**src/rtl/lzsd_pkg.sv**
```systemverilog
// Package for the LZ stream decompressor: phase codes, status codes,
// signature table, channel payload types and the front-to-back request type.
// No dependencies.
package lzsd_pkg;

  localparam int HIST_BYTES = 65536;
  localparam int HIST_AW = $clog2(HIST_BYTES);
  localparam int POS_W = HIST_AW + 1;
  localparam int QDEPTH = 2;

  localparam logic [2:0] ST_BYTE = 3'd0;
  localparam logic [2:0] ST_ABSORB = 3'd1;
  localparam logic [2:0] ST_DONE = 3'd2;
  localparam logic [2:0] ST_NOTFMT = 3'd3;
  localparam logic [2:0] ST_UNSUP = 3'd4;
  localparam logic [2:0] ST_BADDIST = 3'd5;
  localparam logic [2:0] ST_TOOBIG = 3'd6;
  localparam logic [2:0] ST_IDLE = 3'd7;

  typedef enum logic [14:0] {
    PH_HDR    = 15'b000000000000001,
    PH_DSIZ   = 15'b000000000000010,
    PH_HED    = 15'b000000000000100,
    PH_SKIP   = 15'b000000000001000,
    PH_AUX    = 15'b000000000010000,
    PH_TOKEN  = 15'b000000000100000,
    PH_LITNUM = 15'b000000001000000,
    PH_MATNUM = 15'b000000010000000,
    PH_LIT    = 15'b000000100000000,
    PH_MDIST  = 15'b000001000000000,
    PH_MDISTX = 15'b000010000000000,
    PH_MLEN   = 15'b000100000000000,
    PH_COPY   = 15'b001000000000000,
    PH_DONE   = 15'b010000000000000,
    PH_ERR    = 15'b100000000000000
  } phase_t;

  // Payload of one input request
  typedef struct packed {
    logic       opcode;
    logic [7:0] in_byte;
    logic       in_last;
  } lz_in_t;

  // Payload of one result
  typedef struct packed {
    logic [7:0] out_byte;
    logic [2:0] status;
    logic       out_last;
  } lz_out_t;

  // Kinds of request handed to the back end
  typedef enum logic [1:0] {
    RQ_STATUS = 2'd0,
    RQ_WRITE  = 2'd1,
    RQ_COPY   = 2'd2
  } rq_kind_t;

  typedef struct packed {
    rq_kind_t           kind;
    logic [7:0]         data;
    logic [2:0]         status;
    logic               last;
    logic [HIST_AW-1:0] wr_addr;
    logic [HIST_AW-1:0] rd_addr;
  } req_t;

  function automatic logic [7:0] sig_byte(input logic [3:0] idx);
    logic [7:0] r;
    unique case (idx)
      4'd0, 4'd1, 4'd2: r = 8'hff;
      4'd3: r = 8'h01;
      4'd4, 4'd5, 4'd6: r = 8'h00;
      4'd7: r = 8'h4f;
      4'd8: r = 8'h53;
      4'd9: r = 8'h41;
      4'd10: r = 8'h53;
      4'd11: r = 8'h4b;
      4'd12: r = 8'h43;
      4'd13: r = 8'h4d;
      4'd14: r = 8'h50;
      default: r = 8'h00;
    endcase
    return r;
  endfunction

endpackage

```
**src/rtl/lzsd_queue.sv**
```systemverilog
// Short request queue between front and back end.
// Depends on lzsd_pkg.
module lzsd_queue import lzsd_pkg::*; (
  input  logic clk,
  input  logic rst,
  input  logic in_valid,
  output logic in_ready,
  input  req_t in_req,
  output logic out_valid,
  input  logic out_ready,
  output req_t out_req
);
  localparam int CW = $clog2(QDEPTH + 1);
  localparam int PW = (QDEPTH > 1) ? $clog2(QDEPTH) : 1;
  req_t mem [QDEPTH];
  logic [PW-1:0] wp, rp;
  logic [CW-1:0] cnt;
  logic push, pop;

  assign in_ready = (cnt != CW'(QDEPTH));
  assign out_valid = (cnt != '0);
  assign out_req = mem[rp];
  assign push = in_valid && in_ready;
  assign pop = out_valid && out_ready;

  // Store on push
  always_ff @(posedge clk) begin
    if (push) mem[wp] <= in_req;
  end

  // Advance pointers and count
  always_ff @(posedge clk) begin
    if (rst) begin
      wp <= '0; rp <= '0; cnt <= '0;
    end else begin
      if (push) wp <= (wp == PW'(QDEPTH - 1)) ? '0 : wp + 1'b1;
      if (pop) rp <= (rp == PW'(QDEPTH - 1)) ? '0 : rp + 1'b1;
      unique case ({push, pop})
        2'b10: cnt <= cnt + 1'b1;
        2'b01: cnt <= cnt - 1'b1;
        default: cnt <= cnt;
      endcase
    end
  end
endmodule

```
**config.mk**
```make
export PLATFORM = sky130hd
export DESIGN_NAME = lzsd_queue
export DESIGN_NICKNAME = d
export VERILOG_FILES = /design/src/rtl/lzsd_pkg.sv /design/src/rtl/lzsd_queue.sv
export SDC_FILE = /design/constraint.sdc
export NUM_CORES = 1
export LEC_CHECK = 0
export ABC_AREA = 1
export ABC_CLOCK_PERIOD_IN_PS = 4550
export BUFFER_PORTS_ARGS = -buffer_cell sky130_fd_sc_hd__buf_2
export CAP_MARGIN = 40
export CORE_AREA = 5 5 119 121
export DETAILED_ROUTE_END_ITERATION = 12
export DIE_AREA = 0 0 124 126
export MAX_ROUTING_LAYER = met4
export PLACE_DENSITY = 0.55
export SYNTH_ARGS = -nofsm -noshare
export SYNTH_HDL_FRONTEND = slang
export SYNTH_SLANG_ARGS = --single-unit
```
**constraint.sdc**
```tcl
create_clock -name clk -period 4.55 [get_ports clk]
set_input_delay 0.6825 -clock clk [delete_from_list [all_inputs] [get_ports clk]]
set_output_delay 0.6825 -clock clk [all_outputs]
set_load 0.005 [all_outputs]
```
Word-level counts from Yosys, hierarchy flattened

Memories as Yosys holds them, arrays and structs flattened. A register that Yosys moved wholly into a read port is not among the register bits.
Cells that the tools add are included.

Register bits after elaboration: 4
Bits in writable memories: 92
Output and inout bits: 48
Logic and storage cells: 22
Memories kept: 1

Add/subtract/negate cells: 4
Equal/unequal tests: 3
Muxes and demuxes: 7
Reductions and logical operators: 4

Memory list:

| memory | words | bits a word | rd ports | clocked after Yosys merged registers in | wr ports | RTL line         | text |
|---|---|---|---|---|---|---|---|
| mem    | 2     | 46          | 1        | 1                                       | 1        | lzsd_queue.sv:15 | `req_t mem [QDEPTH];` |

Operators with widths:

| cell                  | number |
|---|---|
| $mux W1               | 6 |
| $pmux W2 S2           | 1 |
| $reduce_bool A2 Y1    | 2 |
| $add A1 B1 Y1 const B | 2 |
| $add A2 B1 Y2 const B | 1 |
| $eq A2 B1 Y1 const B  | 1 |
| $eq A2 B2 Y1 const B  | 1 |
| $logic_and A1 B1 Y1   | 2 |
| $ne A2 B2 Y1 const B  | 1 |
| $sub A2 B1 Y2 const B | 1 |

Longest topological paths before layout

Depth after elaboration: 4
Depth in mapped cells: 10
Mapped depth without buffers: 10

Least setup slack after synthesis

OpenSTA, ideal clock, no wires.

Path type: input port to flip-flop
From: input port in_valid
To: memory mem[0][0] (netlist name) (enable)
Data arrival time: 2711 ps
Required time: 4100 ps
Path slack: 1389 ps
Cell stages on the path: 2
Buffers on the path: 0
Cell sequence: nand2_1 -> nor2_1

Word-level cells in the longest chain between the ends: 3

Ends and longest elaborated chain:

| item                          | RTL line         | text |
|---|---|---|
| start, declared               | lzsd_queue.sv:6  | `input logic in_valid,` |
| $logic_and A1 B1 Y1           | lzsd_queue.sv:23 | `assign push = in_valid && in_ready;` |
| $mux W1                       | lzsd_queue.sv:28 | `if (push) mem[wp] <= in_req;` |
| $mux W1 (implied by the code) | lzsd_queue.sv:28 |  |
| end, declared                 | lzsd_queue.sv:15 |  |

Every way passes these cells.

==> key figures <==
STA
  – Headroom to the max-slew limit: 43.8%
  – Max Fclk: approximately 400 MHz
  – Final Skew: approximately 4.3 ps
  – Setup violations, final: 0
  – Worst-margin pin slew: between 800 and 900 ps
  – Endpoints failing hold: 0
  – Unrepaired setup endpoints after global routing: no
  – Final Critical Period: 2500 ps
  – Final period utilization: 54.9%
  – Max Slew Vio Count: 0
  – Setup TNS: 0 ps

Placement
  – RePlAce Congestion: 0.706
  – Port Buffers: between 90 and 100
  – DP HPWL: 4.40 mm
  – Placed insts: about 450

Layout
  – Nets: about 340
  – Synth-to-layout area growth: 24.8%
  – Layout Cells excl Fill: about 470
  – Layout cells sized above 1: a little under three fifths
  – N_diodes: 0

Floorplanning
  – Die ar.: about 16,000 sq um
  – Core Region: around 13,000 sq um
  – Ports: between 90 and 100
  – Starting Density: between 20 and 30%
  – Die height: ~130 um
  – Die Wd: between 100 and 150 um
  – FP Rows: between 40 and 50

Synthesis
  – Post-synth cell types: 13
  – Netlist Area Pre-Place: 3760 sq um
  – Number of warnings issued by yosys: 0
  – Flops & latches, synth: slightly below 100
  – Synthesized Nets: approximately 230
  – Syn Area/Cell: ~21 sq um
  – Post-synthesis sequential area ratio: around three quarters
  – Cells after Synth: roughly 180

Setup path
  – Kind of critical path: reg -> out
  – Setup crit start kind: register
  – Max FO, Critical Path: 46
  – Worst r2r src: cnt[0]
  – Worst EP required: about 3900 ps
  – Worst setup EP type: output port
  – Critical path data arrival time: around 1800 ps
  – R2r worst-path depth: 5

Min path
  – Worst Hold Path Cells: 2
  – Hold_sp: rp
  – Worst Hold Class: reg -> reg

Clocking
  – Clk sinks: 97
  – CTS buffer count: 9
  – H-tree levels: 3
  – Hold-fix buffer count after cts: 0
  – Clock Pin Slew Worst Setup and Hold Paths: approximately 60 ps
  – CTS tree: yes
  – Worst skew pair latency: approximately 330 ps
  – CTS Buffer Depth: 2
  – Root buffer cell: clkbuf_16
  – Post-CTS setup buffers: 0
  – Post-cts resize count: 0

Run
  – Maxcap violations: 0

Drt
  – Routed Antenna Nets: 0
  – Drt via density: 3.98
  – DRT Wirelength: around 6.5 mm
  – Total number of vias: around 1,900
  – Drt pass-1 iters: 4
  – Drt initial violations: about 110
  – Drt drc: 0
  – WL per Instance: 13.9 um

Pwr
  – PD cells: approximately 490 nW/um^2
  – Leak: roughly 1.8 nW
  – Maximum VDD drop: about 0.21 mV

Global routing
  – First-pass GRT wire length: between 9 and 10 mm
  – Global Route Usage Sum: under 10%
  – Grt total ovfl: 0
  – Initial antenna violation count: 0
  – Vias in the first global route: about 2,000
  – Largest net degree at the start of global routing: 47

Outcome
  – Outcome: completed
-- registers in the layout, indices dropped and copies added (netlist names), named ones only --
register,flops
cnt,2
wp,1
mem,92
rp,1
-- cell type report --
cell class	instances	area (sq um)
timing repair buffer	99	500
sequential	97	2870
tap	176	220
fill	1270	8280
clock inverter	7	61.3
multi-input combinational	71	795
clock buffer	9	225
inverter	8	30.0
-- through the flow --
step                      setup slack (ps)  cell area (sq um)  hold WS [ps]  util, %  power, mW
final                                 2050               4700           510     36.2       2.28
after global routing                  1960               4700           517     36.2       2.40
after CTS                             1990               4700           513     36.2       2.33
after detailed placement              2100               4410           497     34.0       1.60
after global placement                2140               4410           486     34.0       1.59
after floorplan                       1390               3760           465        -       1.46
-- Yosys cell counts --
cell / instances / area share (%)
buf_6: 1 / 0.30
nand4_1: 1 / 0.17
mux2_2: 6 / 1.8
edfxtp_1: 92 / 73
dfxtp_1: 5 / 2.7
a21oi_1: 2 / 0.27
buf_12: 4 / 2.1
mux2_4: 40 / 16
o21ai_0: 3 / 0.40
nor2_1: 10 / 1.0
ha_1: 1 / 0.33
nand2_1: 8 / 0.80
inv_1: 8 / 0.80
-- logic make-up (layout without fill, tap and decap cells) --
group | count (synthesis) | in the layout | share of synthesized area, %
flip-flops | 97 | 97 | 76.1
buffers and inverters | 13 | 123 | 3.22
multiplexers | 46 | 46 | 17.8
AND/OR/NAND/NOR | 19 | 19 | 1.96
adder cells (fa/ha/maj) | 1 | 1 | 0.332
AO/OA/AOI/OAI | 5 | 5 | 0.665
-- layer usage --
layer  GRT usage, %  share of wire (%)
met5              -                  0
met2           14.0                 49
met3           2.38                5.5
met4           4.83                1.6
met1           9.80                 44
-- worst paths after layout --
| kind | to | slack [ps] |
|---|---|---|
| min | rp | 510 |
| max reg2reg | mem[1][10] | 2400 |
| max | out_req[40] | 2050 |
| min reg2reg | rp | 510 |
-- report_power, final --
group	switching [mW]	total [mW]	internal [mW]
Clock	0.297	0.716	0.419
Combinational	0.164	0.402	0.237
Sequential	0.0720	1.17	1.09
-- layout by cell type (no fill, tap or decap), drive strengths merged --
| master | netlist | routed |
|---|---|---|
| a21oi | 2 | 2 |
| buf | 5 | 99 |
| bufinv | 0 | 1 |
| clkbuf | 0 | 9 |
| clkinv | 0 | 4 |
| clkinvlp | 0 | 2 |
| dfxtp | 5 | 5 |
| edfxtp | 92 | 92 |
| ha | 1 | 1 |
| inv | 8 | 8 |
| mux2 | 46 | 46 |
| nand2 | 8 | 8 |
| nand4 | 1 | 1 |
| nor2 | 10 | 10 |
| o21ai | 3 | 3 |
-- critical path, cell delays in order (launching register included) --
cell,delay (ps)
dfxtp_4,900
mux2_2,420
buf_2,130
No activity file was read; power rests on OpenSTA's default activity.
